**config.mk**
```make
export PLATFORM = sky130hd
export DESIGN_NAME = compressor_surge_guard
export DESIGN_NICKNAME = d
export VERILOG_FILES = /design/src/design/csg_pkg.sv /design/src/design/csg_margin.sv /design/src/design/csg_queue.sv /design/src/design/csg_front.sv /design/src/design/csg_back.sv /design/src/design/compressor_surge_guard.sv
export SDC_FILE = /design/constraint.sdc
export NUM_CORES = 2
export LEC_CHECK = 0
export BUFFER_PORTS_ARGS = -buffer_cell sky130_fd_sc_hd__buf_2
export CAP_MARGIN = 0
export CORE_MARGIN = 2
export CORE_UTILIZATION = 55
export CTS_BUF_LIST = sky130_fd_sc_hd__clkbuf_2
export DETAILED_ROUTE_END_ITERATION = 7
export PLACE_DENSITY_LB_ADDON = 0.08
export SETUP_SLACK_MARGIN = 0.1
export SLEW_MARGIN = 20
export SYNTH_ARGS = -nofsm -noshare
export SYNTH_HDL_FRONTEND = slang
export SYNTH_HIERARCHICAL = 1
export SYNTH_SLANG_ARGS = --single-unit
```
**constraint.sdc**
```tcl
create_clock -name clk -period 22.3 [get_ports clk]
set_input_delay 2.23 -clock clk [delete_from_list [all_inputs] [get_ports clk]]
set_output_delay 2.23 -clock clk [all_outputs]
set_load 0.1 [all_outputs]
```
**src/design/csg_pkg.sv**
```systemverilog
// ----------------------------------------------------------------------------
// csg_pkg : shared types and constants of the compressor surge guard
// Configuration bundle, job classification flags, register indexes,
// fixed constants of the margin arithmetic and the state encodings.
// ----------------------------------------------------------------------------
`default_nettype none

package csg_pkg;

	// configuration port
	localparam int CFG_INDEX_W = 3;
	localparam int CFG_DATA_W  = 16;

	localparam logic [CFG_INDEX_W-1:0] REG_LINE_SLOPE     = 3'd0;
	localparam logic [CFG_INDEX_W-1:0] REG_LINE_INTERCEPT = 3'd1;
	localparam logic [CFG_INDEX_W-1:0] REG_MIN_MARGIN     = 3'd2;
	localparam logic [CFG_INDEX_W-1:0] REG_SAMPLE_PERIOD  = 3'd3;
	localparam logic [CFG_INDEX_W-1:0] REG_VALVE_GAIN     = 3'd4;

	localparam logic signed [15:0] RST_LINE_SLOPE     = 16'sd256;
	localparam logic signed [15:0] RST_LINE_INTERCEPT = 16'sd0;
	localparam logic [12:0]        RST_MIN_MARGIN     = 13'd640;
	localparam logic [15:0]        RST_SAMPLE_PERIOD  = 16'd10;
	localparam logic [11:0]        RST_VALVE_GAIN     = 12'd256;

	// margin arithmetic
	localparam logic signed [15:0] MARGIN_FULL    = 16'sd6400;
	localparam logic signed [15:0] MARGIN_ZERO    = 16'sd0;
	localparam logic signed [15:0] MARGIN_MAX     = 16'sd32767;
	localparam logic signed [15:0] MARGIN_MIN     = -16'sd32768;
	localparam int                 QUOT_BITS      = 17;
	localparam logic [13:0]        SETPOINT_FLOOR = 14'd640;
	localparam logic [12:0]        VALVE_MAX      = 13'd6400;

	// job queue
	localparam int QUEUE_DEPTH = 2;

	typedef struct packed {
		logic signed [15:0] slope;
		logic signed [15:0] intercept;
		logic [12:0]        min_margin;
		logic [15:0]        period;
		logic [11:0]        gain;
	} cfg_t;

	// classification made at the front
	typedef struct packed {
		logic prev_pos;   // previous flow above zero
		logic reverse;    // flow not above zero while dp above zero
	} cls_t;

	typedef enum logic [3:0] {
		M_IDLE,
		M_SQ,
		M_LO,
		M_HI,
		M_LINE,
		M_DIFF,
		M_NUM,
		M_SAT,
		M_DIV,
		M_FIN,
		M_DONE
	} mstate_t;

	typedef enum logic [2:0] {
		B_IDLE,
		B_CUR,
		B_PREV,
		B_DECIDE,
		B_OUT
	} bstate_t;

endpackage

`default_nettype wire

```
**src/design/csg_margin.sv**
```systemverilog
// ----------------------------------------------------------------------------
// csg_margin : iterative surge margin unit
// Forms the surge line slope*f^2 + intercept over a few multiply stages,
// scales the pressure gap by 6400 and divides one quotient bit per cycle,
// saturating the result to 16 bits.
// ----------------------------------------------------------------------------
`default_nettype none

module csg_margin #(
	parameter int W = 16
) (
	input  wire                     clk,
	input  wire                     arst_n,
	input  wire                     start,
	input  wire logic signed [W-1:0] flow,
	input  wire logic signed [W-1:0] pressure,
	input  wire logic signed [15:0] slope,
	input  wire logic signed [15:0] intercept,
	output logic                    done,
	output logic signed [15:0]      result
);

	localparam int PW = W + 17;          // slope times half of f^2
	localparam int LW = 2 * W + 17;      // surge line
	localparam int DW = LW + 1;          // line minus dp
	localparam int NW = DW + 13;         // scaled by 6400
	localparam int RW = LW + csg_pkg::QUOT_BITS;

	csg_pkg::mstate_t state_q, state_d;

	logic [W-1:0]           f_q;
	logic signed [W-1:0]    d_q;
	logic [2*W-1:0]         fsq_q;
	logic signed [PW-1:0]   plo_q, phi_q;
	logic signed [LW-1:0]   line_q;
	logic signed [DW-1:0]   diff_q;
	logic [RW-1:0]          rem_q, dv_q;
	logic                   neg_q;
	logic [csg_pkg::QUOT_BITS-1:0] quot_q;
	logic [4:0]             step_q;
	logic signed [15:0]     res_q;

	logic [2*W-1:0]         fsq_c;
	logic signed [PW-1:0]   plo_c, phi_c;
	logic signed [LW-1:0]   line_c;
	logic signed [DW-1:0]   diff_c;
	logic signed [NW-1:0]   num_c;
	logic [NW-1:0]          mag_c;
	logic [RW-1:0]          lim_c;
	logic                   flow_pos, line_pos, sat_c, fit_c;
	logic [csg_pkg::QUOT_BITS:0] negq_c;
	logic signed [15:0]     fin_c;

	function automatic logic signed [15:0] num_sign_sat(input logic neg);
		num_sign_sat = neg ? csg_pkg::MARGIN_MIN : csg_pkg::MARGIN_MAX;
	endfunction

	assign fsq_c  = (2*W)'(f_q) * (2*W)'(f_q);
	assign plo_c  = PW'(slope) * PW'($signed({1'b0, fsq_q[W-1:0]}));
	assign phi_c  = PW'(slope) * PW'($signed({1'b0, fsq_q[2*W-1:W]}));
	assign line_c = (LW'(phi_q) <<< W) + LW'(plo_q) + (LW'(intercept) <<< 16);
	assign diff_c = DW'(line_q) - (DW'(d_q) <<< 16);
	// 6400 = 4096 + 2048 + 256
	assign num_c  = (NW'(diff_q) <<< 12) + (NW'(diff_q) <<< 11) + (NW'(diff_q) <<< 8);
	assign mag_c  = num_c[NW-1] ? $unsigned(-num_c) : $unsigned(num_c);
	assign lim_c  = {{(RW-LW){1'b0}}, line_q} << csg_pkg::QUOT_BITS;

	assign flow_pos = (flow > $signed(W'(0)));
	assign line_pos = (line_q > $signed(LW'(0)));
	assign sat_c    = (rem_q >= lim_c);
	assign fit_c    = (rem_q >= dv_q);
	assign negq_c   = -{1'b0, quot_q};

	always_comb begin
		if (neg_q) begin
			if (quot_q > csg_pkg::QUOT_BITS'(32768)) begin
				fin_c = csg_pkg::MARGIN_MIN;
			end else begin
				fin_c = $signed(negq_c[15:0]);
			end
		end else begin
			if (quot_q > csg_pkg::QUOT_BITS'(32767)) begin
				fin_c = csg_pkg::MARGIN_MAX;
			end else begin
				fin_c = $signed(quot_q[15:0]);
			end
		end
	end

	always_ff @(posedge clk or negedge arst_n) begin
		if (!arst_n) begin
			state_q <= csg_pkg::M_IDLE;
		end else begin
			state_q <= state_d;
		end
	end

	always_comb begin
		state_d = state_q;
		unique case (state_q)
			csg_pkg::M_IDLE: begin
				if (start) begin
					state_d = flow_pos ? csg_pkg::M_SQ : csg_pkg::M_DONE;
				end
			end
			csg_pkg::M_SQ:   state_d = csg_pkg::M_LO;
			csg_pkg::M_LO:   state_d = csg_pkg::M_HI;
			csg_pkg::M_HI:   state_d = csg_pkg::M_LINE;
			csg_pkg::M_LINE: state_d = csg_pkg::M_DIFF;
			csg_pkg::M_DIFF: state_d = line_pos ? csg_pkg::M_NUM : csg_pkg::M_DONE;
			csg_pkg::M_NUM:  state_d = csg_pkg::M_SAT;
			csg_pkg::M_SAT:  state_d = sat_c ? csg_pkg::M_DONE : csg_pkg::M_DIV;
			csg_pkg::M_DIV: begin
				if (step_q == 5'd0) begin
					state_d = csg_pkg::M_FIN;
				end
			end
			csg_pkg::M_FIN:  state_d = csg_pkg::M_DONE;
			csg_pkg::M_DONE: begin
				// chain straight into the next margin when asked
				if (start) begin
					state_d = flow_pos ? csg_pkg::M_SQ : csg_pkg::M_DONE;
				end else begin
					state_d = csg_pkg::M_IDLE;
				end
			end
			default:         state_d = csg_pkg::M_IDLE;
		endcase
	end

	always_ff @(posedge clk) begin
		case (state_q)
			csg_pkg::M_IDLE, csg_pkg::M_DONE: begin
				f_q   <= flow;
				d_q   <= pressure;
				res_q <= csg_pkg::MARGIN_ZERO;
			end
			csg_pkg::M_SQ:   fsq_q  <= fsq_c;
			csg_pkg::M_LO:   plo_q  <= plo_c;
			csg_pkg::M_HI:   phi_q  <= phi_c;
			csg_pkg::M_LINE: line_q <= line_c;
			csg_pkg::M_DIFF: begin
				diff_q <= diff_c;
				res_q  <= csg_pkg::MARGIN_FULL;
			end
			csg_pkg::M_NUM: begin
				rem_q <= {{(RW-NW){1'b0}}, mag_c};
				neg_q <= num_c[NW-1];
			end
			csg_pkg::M_SAT: begin
				res_q  <= num_sign_sat(neg_q);
				dv_q   <= lim_c >> 1;
				quot_q <= '0;
				step_q <= 5'(csg_pkg::QUOT_BITS - 1);
			end
			csg_pkg::M_DIV: begin
				// one quotient bit per cycle
				if (fit_c) begin
					rem_q <= rem_q - dv_q;
				end
				quot_q <= {quot_q[csg_pkg::QUOT_BITS-2:0], fit_c};
				dv_q   <= dv_q >> 1;
				step_q <= step_q - 5'd1;
			end
			csg_pkg::M_FIN:  res_q <= fin_c;
			default: ;
		endcase
	end

	assign done   = (state_q == csg_pkg::M_DONE);
	assign result = res_q;

	a_div_steps: assert property (@(posedge clk) disable iff (!arst_n)
		(state_q == csg_pkg::M_DIV) |-> (step_q < 5'(csg_pkg::QUOT_BITS)))
		else $error("divider step count out of range");

endmodule

`default_nettype wire

```
**src/design/csg_queue.sv**
```systemverilog
// ----------------------------------------------------------------------------
// csg_queue : short job queue between front and back
// Two-entry register queue; lets the front take a new sample while the
// back is still working on the previous one.
// ----------------------------------------------------------------------------
`default_nettype none

module csg_queue #(
	parameter int WIDTH = 50
) (
	input  wire              clk,
	input  wire              arst_n,
	input  wire              push,
	input  wire [WIDTH-1:0]  push_data,
	output logic             full,
	input  wire              pop,
	output logic [WIDTH-1:0] head,
	output logic             empty
);

	localparam int DEPTH = csg_pkg::QUEUE_DEPTH;
	localparam int PTR_W = $clog2(DEPTH);
	localparam int CNT_W = $clog2(DEPTH + 1);

	logic [WIDTH-1:0] mem_q [DEPTH];
	logic [PTR_W-1:0] wr_ptr_q, rd_ptr_q;
	logic [CNT_W-1:0] count_q;

	assign full  = (count_q == CNT_W'(DEPTH));
	assign empty = (count_q == '0);
	assign head  = mem_q[rd_ptr_q];

	function automatic logic [PTR_W-1:0] ptr_next(input logic [PTR_W-1:0] p);
		ptr_next = (p == PTR_W'(DEPTH - 1)) ? '0 : p + PTR_W'(1);
	endfunction

	always_ff @(posedge clk) begin
		if (push && !full) begin
			mem_q[wr_ptr_q] <= push_data;
		end
	end

	always_ff @(posedge clk or negedge arst_n) begin
		if (!arst_n) begin
			wr_ptr_q <= '0;
			rd_ptr_q <= '0;
			count_q  <= '0;
		end else begin
			if (push && !full) begin
				wr_ptr_q <= ptr_next(wr_ptr_q);
			end
			if (pop && !empty) begin
				rd_ptr_q <= ptr_next(rd_ptr_q);
			end
			case ({push && !full, pop && !empty})
				2'b10:   count_q <= count_q + CNT_W'(1);
				2'b01:   count_q <= count_q - CNT_W'(1);
				default: count_q <= count_q;
			endcase
		end
	end

	a_ptr_track: assert property (@(posedge clk) disable iff (!arst_n)
		(empty || full) |-> (wr_ptr_q == rd_ptr_q))
		else $error("queue pointers disagree with fill count");

endmodule

`default_nettype wire

```
**src/design/csg_front.sv**
```systemverilog
// ----------------------------------------------------------------------------
// csg_front : sample intake and classification
// Accepts samples, pairs each with the previous flow, classifies reverse
// flow and previous-flow sign, and pushes the job into the queue.
// ----------------------------------------------------------------------------
`default_nettype none

module csg_front #(
	parameter int W = 16
) (
	input  wire                      clk,
	input  wire                      arst_n,
	input  wire                      in_valid,
	output logic                     in_stall,
	input  wire logic signed [W-1:0] flow_sample,
	input  wire logic signed [W-1:0] pressure_sample,
	input  wire                      q_full,
	output logic                     q_push,
	output logic [3*W+$bits(csg_pkg::cls_t)-1:0] q_data
);

	logic signed [W-1:0] last_flow_q;
	csg_pkg::cls_t       cls;

	assign cls.prev_pos = (last_flow_q > $signed(W'(0)));
	assign cls.reverse  = (flow_sample <= $signed(W'(0))) &&
	                      (pressure_sample > $signed(W'(0)));

	assign in_stall = q_full;
	assign q_push   = in_valid && !q_full;
	assign q_data   = {flow_sample, pressure_sample, last_flow_q, cls};

	always_ff @(posedge clk or negedge arst_n) begin
		if (!arst_n) begin
			last_flow_q <= '0;
		end else if (q_push) begin
			last_flow_q <= flow_sample;
		end
	end

endmodule

`default_nettype wire

```
**src/design/csg_back.sv**
```systemverilog
// ----------------------------------------------------------------------------
// csg_back : margin evaluation, surge decision and valve command
// Pops jobs, runs the margin unit for the current flow and, when the rate
// check applies, for the previous flow; then decides, updates the latch
// and loads the output register.
// ----------------------------------------------------------------------------
`default_nettype none

module csg_back #(
	parameter int W = 16
) (
	input  wire                 clk,
	input  wire                 arst_n,
	input  wire csg_pkg::cfg_t  cfg,
	input  wire                 q_empty,
	input  wire [3*W+$bits(csg_pkg::cls_t)-1:0] q_head,
	output logic                q_pop,
	output logic                out_valid,
	input  wire                 out_stall,
	output logic signed [15:0]  margin,
	output logic                override_active,
	output logic                surge_flag,
	output logic [12:0]         valve_position
);

	localparam int CW = $bits(csg_pkg::cls_t);

	csg_pkg::bstate_t state_q, state_d;

	logic signed [W-1:0] head_flow, head_press, head_prev;
	csg_pkg::cls_t       head_cls;

	logic signed [W-1:0] press_q, prev_q;
	csg_pkg::cls_t       cls_q;
	logic signed [15:0]  m_q, pm_q;
	logic                rate_chk_q;
	logic signed [30:0]  prod_q;
	logic                ovr_q, latch_nxt_q, latch_q;

	logic                m_start, m_done;
	logic signed [W-1:0] m_flow, m_press;
	logic signed [15:0]  m_res;
	logic                go_prev, below_min, slot_free;

	logic                min_trip, rate_trip, below2, fall_fast;
	logic signed [21:0]  dm, per5;
	logic [13:0]         twice_min, setpoint;
	logic signed [17:0]  err;
	logic signed [30:0]  prod_c;
	logic [22:0]         vraw;
	logic [12:0]         valve_c;

	assign {head_flow, head_press, head_prev} = q_head[3*W+CW-1:CW];
	assign head_cls = q_head[CW-1:0];

	assign below_min = ($signed({m_res[15], m_res}) < $signed({4'b0, cfg.min_margin}));
	assign go_prev   = !below_min && (cfg.period != '0) && cls_q.prev_pos;
	assign slot_free = !out_valid || !out_stall;

	assign q_pop   = (state_q == csg_pkg::B_IDLE) && !q_empty;
	assign m_start = q_pop || ((state_q == csg_pkg::B_CUR) && m_done && go_prev);
	assign m_flow  = (state_q == csg_pkg::B_IDLE) ? head_flow  : prev_q;
	assign m_press = (state_q == csg_pkg::B_IDLE) ? head_press : press_q;

	csg_margin #(.W(W)) u_margin (
		.clk       (clk),
		.arst_n    (arst_n),
		.start     (m_start),
		.flow      (m_flow),
		.pressure  (m_press),
		.slope     (cfg.slope),
		.intercept (cfg.intercept),
		.done      (m_done),
		.result    (m_res)
	);

	// decision terms
	assign min_trip  = ($signed({m_q[15], m_q}) < $signed({4'b0, cfg.min_margin}));
	assign dm        = 22'(m_q) - 22'(pm_q);
	assign per5      = $signed({6'b0, cfg.period} + ({6'b0, cfg.period} << 2));
	assign fall_fast = ((dm <<< 4) < -per5);
	assign below2    = ($signed({m_q[15], m_q}) < $signed({3'b0, cfg.min_margin, 1'b0}));
	assign rate_trip = rate_chk_q && fall_fast && below2;

	assign twice_min = {cfg.min_margin, 1'b0};
	assign setpoint  = (twice_min < csg_pkg::SETPOINT_FLOOR) ? csg_pkg::SETPOINT_FLOOR
	                                                          : twice_min;
	assign err       = $signed({4'b0, setpoint}) - 18'(m_q);
	assign prod_c    = 31'($signed({1'b0, cfg.gain})) * 31'(err);

	// floor divide by 256, clamp to full open, shut if period or product <= 0
	assign vraw = prod_q[30:8];
	always_comb begin
		if ((cfg.period == '0) || (prod_q <= 31'sd0)) begin
			valve_c = '0;
		end else if (vraw > 23'(csg_pkg::VALVE_MAX)) begin
			valve_c = csg_pkg::VALVE_MAX;
		end else begin
			valve_c = vraw[12:0];
		end
	end

	always_ff @(posedge clk or negedge arst_n) begin
		if (!arst_n) begin
			state_q <= csg_pkg::B_IDLE;
		end else begin
			state_q <= state_d;
		end
	end

	always_comb begin
		state_d = state_q;
		unique case (state_q)
			csg_pkg::B_IDLE: begin
				if (!q_empty) begin
					state_d = csg_pkg::B_CUR;
				end
			end
			csg_pkg::B_CUR: begin
				if (m_done) begin
					state_d = go_prev ? csg_pkg::B_PREV : csg_pkg::B_DECIDE;
				end
			end
			csg_pkg::B_PREV: begin
				if (m_done) begin
					state_d = csg_pkg::B_DECIDE;
				end
			end
			csg_pkg::B_DECIDE: state_d = csg_pkg::B_OUT;
			csg_pkg::B_OUT: begin
				if (slot_free) begin
					state_d = csg_pkg::B_IDLE;
				end
			end
			default: state_d = csg_pkg::B_IDLE;
		endcase
	end

	// job payload and intermediate results
	always_ff @(posedge clk) begin
		case (state_q)
			csg_pkg::B_IDLE: begin
				press_q <= head_press;
				prev_q  <= head_prev;
				cls_q   <= head_cls;
			end
			csg_pkg::B_CUR: begin
				if (m_done) begin
					m_q        <= m_res;
					rate_chk_q <= go_prev;
				end
			end
			csg_pkg::B_PREV: begin
				if (m_done) begin
					pm_q <= m_res;
				end
			end
			csg_pkg::B_DECIDE: begin
				prod_q <= prod_c;
				if (min_trip) begin
					ovr_q       <= 1'b1;
					latch_nxt_q <= 1'b1;
				end else if (rate_trip) begin
					// rate trip without a minimum trip keeps the latch, even on reverse flow
					ovr_q       <= 1'b1;
					latch_nxt_q <= latch_q;
				end else if (cls_q.reverse) begin
					ovr_q       <= 1'b1;
					latch_nxt_q <= 1'b1;
				end else begin
					ovr_q       <= 1'b0;
					latch_nxt_q <= 1'b0;
				end
			end
			default: ;
		endcase
	end

	// output register and surge latch
	always_ff @(posedge clk or negedge arst_n) begin
		if (!arst_n) begin
			out_valid <= 1'b0;
			latch_q   <= 1'b0;
		end else if ((state_q == csg_pkg::B_OUT) && slot_free) begin
			out_valid <= 1'b1;
			latch_q   <= latch_nxt_q;
		end else if (!out_stall) begin
			out_valid <= 1'b0;
		end
	end

	always_ff @(posedge clk) begin
		if ((state_q == csg_pkg::B_OUT) && slot_free) begin
			margin          <= m_q;
			override_active <= ovr_q;
			surge_flag      <= latch_nxt_q;
			valve_position  <= valve_c;
		end
	end

	a_flag_needs_override: assert property (@(posedge clk) disable iff (!arst_n)
		(out_valid && !override_active) |-> !surge_flag)
		else $error("surge flag set without override");

	a_valve_off_no_period: assert property (@(posedge clk) disable iff (!arst_n)
		(out_valid && (cfg.period == '0)) |-> (valve_position == '0))
		else $error("valve open with zero sample period");

	a_margin_done_expected: assert property (@(posedge clk) disable iff (!arst_n)
		m_done |-> ((state_q == csg_pkg::B_CUR) || (state_q == csg_pkg::B_PREV)))
		else $error("margin result arrived while not waiting for it");

endmodule

`default_nettype wire

```
**src/design/compressor_surge_guard.sv**
```systemverilog
// ----------------------------------------------------------------------------
// compressor_surge_guard : surge margin, detection and recycle valve command
// Each flow/differential-pressure beat yields one result beat with the
// surge margin, the override and latched surge flags and the valve
// opening. Samples go through a two-entry queue into a back end that works
// on one sample at a time; its cost is set by the shared margin unit,
// which runs multiply stages and then a 17-step restoring divider, cut
// short when the flow or the surge line is not above zero or the
// quotient saturates. Without the rate check the unit runs once per
// sample; with it (nonzero period, previous flow above zero, margin not
// under the minimum) it runs twice back to back. A stalled result holds
// the back end until it is taken. The front keeps taking beats while the
// queue has room, and a finished result waits in the output register.
// Configuration is written through cfg_we/cfg_index/cfg_data. The user
// must write it only while idle; the block itself does not enforce this.
// ----------------------------------------------------------------------------
`default_nettype none

module compressor_surge_guard #(
	parameter int SAMPLE_WIDTH = 16
) (
	input  wire                                          clk,
	input  wire                                          arst_n,
	input  wire                                          cfg_we,
	input  wire [csg_pkg::CFG_INDEX_W-1:0]               cfg_index,
	input  wire [csg_pkg::CFG_DATA_W-1:0]                cfg_data,
	input  wire                                          in_valid,
	output logic                                         in_stall,
	input  wire logic signed [SAMPLE_WIDTH-1:0]          flow_sample,
	input  wire logic signed [SAMPLE_WIDTH-1:0]          pressure_sample,
	output logic                                         out_valid,
	input  wire                                          out_stall,
	output logic signed [15:0]                           margin,
	output logic                                         override_active,
	output logic                                         surge_flag,
	output logic [12:0]                                  valve_position
);

	localparam int JW = 3 * SAMPLE_WIDTH + $bits(csg_pkg::cls_t);

	csg_pkg::cfg_t cfg_q;

	logic          q_push, q_full, q_pop, q_empty;
	logic [JW-1:0] q_data, q_head;

	always_ff @(posedge clk or negedge arst_n) begin
		if (!arst_n) begin
			cfg_q.slope      <= csg_pkg::RST_LINE_SLOPE;
			cfg_q.intercept  <= csg_pkg::RST_LINE_INTERCEPT;
			cfg_q.min_margin <= csg_pkg::RST_MIN_MARGIN;
			cfg_q.period     <= csg_pkg::RST_SAMPLE_PERIOD;
			cfg_q.gain       <= csg_pkg::RST_VALVE_GAIN;
		end else if (cfg_we) begin
			unique case (cfg_index)
				csg_pkg::REG_LINE_SLOPE:     cfg_q.slope      <= $signed(cfg_data);
				csg_pkg::REG_LINE_INTERCEPT: cfg_q.intercept  <= $signed(cfg_data);
				csg_pkg::REG_MIN_MARGIN:     cfg_q.min_margin <= cfg_data[12:0];
				csg_pkg::REG_SAMPLE_PERIOD:  cfg_q.period     <= cfg_data;
				csg_pkg::REG_VALVE_GAIN:     cfg_q.gain       <= cfg_data[11:0];
				default: ;  // drop writes past the register list
			endcase
		end
	end

	csg_front #(.W(SAMPLE_WIDTH)) u_front (
		.clk             (clk),
		.arst_n          (arst_n),
		.in_valid        (in_valid),
		.in_stall        (in_stall),
		.flow_sample     (flow_sample),
		.pressure_sample (pressure_sample),
		.q_full          (q_full),
		.q_push          (q_push),
		.q_data          (q_data)
	);

	csg_queue #(.WIDTH(JW)) u_queue (
		.clk       (clk),
		.arst_n    (arst_n),
		.push      (q_push),
		.push_data (q_data),
		.full      (q_full),
		.pop       (q_pop),
		.head      (q_head),
		.empty     (q_empty)
	);

	csg_back #(.W(SAMPLE_WIDTH)) u_back (
		.clk             (clk),
		.arst_n          (arst_n),
		.cfg             (cfg_q),
		.q_empty         (q_empty),
		.q_head          (q_head),
		.q_pop           (q_pop),
		.out_valid       (out_valid),
		.out_stall       (out_stall),
		.margin          (margin),
		.override_active (override_active),
		.surge_flag      (surge_flag),
		.valve_position  (valve_position)
	);

endmodule

`default_nettype wire
```
==> flow_metrics.env <==
export IMPL_reg2reg_depth=26
export IMPL_clk_pin_slew_ns=0.12
export IMPL_synth_flop_cell="edfxtp_1"
export IMPL_top_level_ports=89
export IMPL_yosysUniqueCellTypes=122
export IMPL_critPathRequiredTime_ns=23.52
export IMPL_path_buf_inv=3
export IMPL_port_buffers=88
export IMPL_fin_crit_ns=8.665
export IMPL_start_kind="flop"
export IMPL_synth_most_common_cell="inv_1"
export IMPL_slew_viol_final=0
export IMPL_async_flop_share_pct=13.97
export IMPL_rows=138
export IMPL_cts_tree="done"
export IMPL_startpoint="cfg_q[40]"
export IMPL_synth_edff_count=612
export IMPL_grt_pass1_wl_mm=315.7
export IMPL_finalClockSkew_ns=0.1365
export IMPL_cts_sinks=730
export IMPL_place_hpwl_mm=153.5
export IMPL_fmaxAchievable_mhz=115.4
export IMPL_coreArea_um2=141100
export IMPL_ys_warn_count=6
export IMPL_nFillCells=12580
export IMPL_status="completed"
export IMPL_min_path_cells=0
export IMPL_critical_path_class="flop to flop"
export IMPL_place_gp_congestion=0.9059
export IMPL_crit_family="adder cells"
export IMPL_post_route_period_util_pct=38.86
export IMPL_cts_max_level=4
export IMPL_synth_area_leader_cell="edfxtp_1"
export IMPL_hold_viol_final=0
export IMPL_die_x_um=380.5
export IMPL_dpl_cell_count=9587
export IMPL_ant_nets=0
export IMPL_reg2reg_to="u_back/prod_q[29]"
export IMPL_die_h_um=380.5
export IMPL_syn_instance_count=7851
export IMPL_postCtsSetupBuffers=0
export IMPL_remaining_drc_errors=0
export IMPL_wl_mm=196.3
export IMPL_rsz0062_at_grt="no"
export IMPL_min_path_type="flop to flop"
export IMPL_synthTopCellsByArea="edfxtp_1 (24%), fa_1 (21%), ha_1 (12%), inv_1 (6.2%), nand2_1 (3.5%)"
export IMPL_setup_violations_final=0
export IMPL_min_delay_start="u_back/u_margin/plo_q[0]"
export IMPL_ctsResizeCount=0
export IMPL_grt_pass1_vias=58140
export IMPL_nets=9532
export IMPL_syn_area_per_cell_um2=9.933
export IMPL_critical_path_arrival_ns=9.88
export IMPL_holdBufCountCts=0
export IMPL_dr_first_iter_drc_count=3896
export IMPL_vias_per_cell=5.594
export IMPL_rrSetupSlack_ns=13.64
export IMPL_syn_area_um2=77980
export IMPL_clock_path_buffers=3
export IMPL_grt_start_max_net_pins=87
export IMPL_cpPeakStageDelay_ns=0.66
export IMPL_post_drt_wl_per_cell_um=19.69
export IMPL_crit_fanout=21
export IMPL_die_area_um2=144800
export IMPL_floorplan_initialDensity_pct=55.28
export IMPL_cts_buffers=196
export IMPL_drive_gt1_share_pct=9.406
export IMPL_final_cells=9970
export IMPL_root_buffer="clkbuf_2"
export IMPL_drv_cap=0
export IMPL_cp_end_kind="flop"
export IMPL_fin_setup_tns_ns=0
export IMPL_max_slew_margin_pct=27.33
export IMPL_syn_num_nets=9487
export IMPL_gr_total_overflow=0
export IMPL_clock_latency_ns=1.60
export IMPL_yosysSeqAreaShare_pct=27.26
export IMPL_cp_common_cell="fa_1"
export IMPL_r2r_start="cfg_q[40]"
export IMPL_ys_ff_latch=730
export IMPL_antenna_found_initial=16
export IMPL_crit_slowest_cell="nor4_2"
export IMPL_yosysTopAreaCellShare_pct=23.57
export IMPL_vias=55770
export IMPL_drtPass1Iterations=6
export IMPL_holdPathEnd="u_back/u_margin/line_q[0]"
export IMPL_worst_slew_pin_transition_ns=1.090
export IMPL_area_growth_pct=5.325
export IMPL_ys_top_cells_by_count="inv_1 (1289), fa_1 (810), ha_1 (770)"
export IMPL_gr_usage_all_layers_pct=27.57
state kept, by name (all words and copies together), names as in the netlist, 17 cells and up:
name                    cells
u_queue/mem_q             100
u_back/u_margin/plo_q      33
u_back/prod_q              30
u_back/u_margin/line_q     49
u_back/u_margin/quot_q     17
cfg_q                      73
u_back/u_margin/fsq_q      31
u_back/u_margin/rem_q      66
u_back/u_margin/phi_q      33
u_back/u_margin/diff_q     50
u_back/u_margin/dv_q       65
logic make-up (layout without fill, tap and decap cells):
kind of cell / Yosys count / count (layout) / synth area share [%]
AOI/OAI and AO/OA: 1280 / 1280 / 10.89
xor gates and xnor gates: 364 / 364 / 4.098
adders and majority gates: 1580 / 1580 / 33.15
buffers and inverters: 1593 / 1811 / 8.053
DFF: 730 / 730 / 27.26
muxes: 189 / 189 / 2.946
other: 0 / 11 / 0
and+or+nand+nor: 2115 / 2115 / 13.60
layout by cell type (no fill, tap or decap), types with 52 or more instances in the layout:
| master | count |
|---|---|
| a211oi_1 | 52 |
| a21o_1 | 181 |
| a21oi_1 | 344 |
| a31oi_1 | 58 |
| and2_1 | 399 |
| buf_2 | 87 |
| buf_4 | 62 |
| clkbuf_2 | 272 |
| clkinv_1 | 56 |
| dfrtp_1 | 94 |
| edfxtp_1 | 612 |
| fa_1 | 810 |
| ha_1 | 770 |
| inv_1 | 1289 |
| mux2_2 | 128 |
| nand2_1 | 724 |
| nand2b_1 | 87 |
| nand3_1 | 86 |
| nand4_1 | 73 |
| nor2_1 | 352 |
| nor3_1 | 84 |
| o21ai_0 | 242 |
| xnor2_1 | 246 |
| xor2_1 | 116 |
layer usage:
layer / vias to the layer above / global-route usage (%) / routed length, µm
met4: 4 / 9.421 / 6216
met2: 1308 / 46.46 / 94450
met1: 27630 / 36.87 / 86670
met3: 329 / 3.348 / 8946
li1: 26510 / - / -
met5: - / 0 / 27
per-stage QoR:
step	util, %	setup WS [ns]	area, µm²	hold slack (ns)
3_3_place_gp	56.66	13.43	79920	0.4044
4_1_cts	58.18	13.26	82070	0.4136
2_1_floorplan	-	14.58	77980	0.4003
6_report	58.22	13.64	82140	0.4198
3_5_place_dp	56.66	13.32	79930	0.4045
5_1_grt	58.22	12.94	82130	0.4266
how the worst max path moves through the flow:
stage	to	depth (start not counted)	slack, ns
6_report	u_back/prod_q[29]	26	13.64
5_1_grt	u_back/prod_q[29]	26	12.94
3_3_place_gp	u_back/prod_q[29]	26	13.43
4_1_cts	u_back/prod_q[29]	26	13.26
3_5_place_dp	u_back/prod_q[29]	26	13.32
2_1_floorplan	u_back/prod_q[29]	28	14.58
cell type report:
type | instances | area (µm²) | area share [%]
Sequential cell | 730 | 21260 | 25.88
Tap cell | 1890 | 2365 | 2.879
Timing Repair Buffer | 150 | 928.4 | 1.130
Inverter | 1290 | 4842 | 5.895
Antenna cell | 11 | 27.53 | 0.03351
Clock buffer | 272 | 1361 | 1.657
Multi-Input combinational cell | 5528 | 50570 | 61.57
Clock inverter | 99 | 782.0 | 0.9521
Power is left out: the tool's default activity adds up to more than one toggle a clock period on the data nets, which glitch-free logic cannot reach.
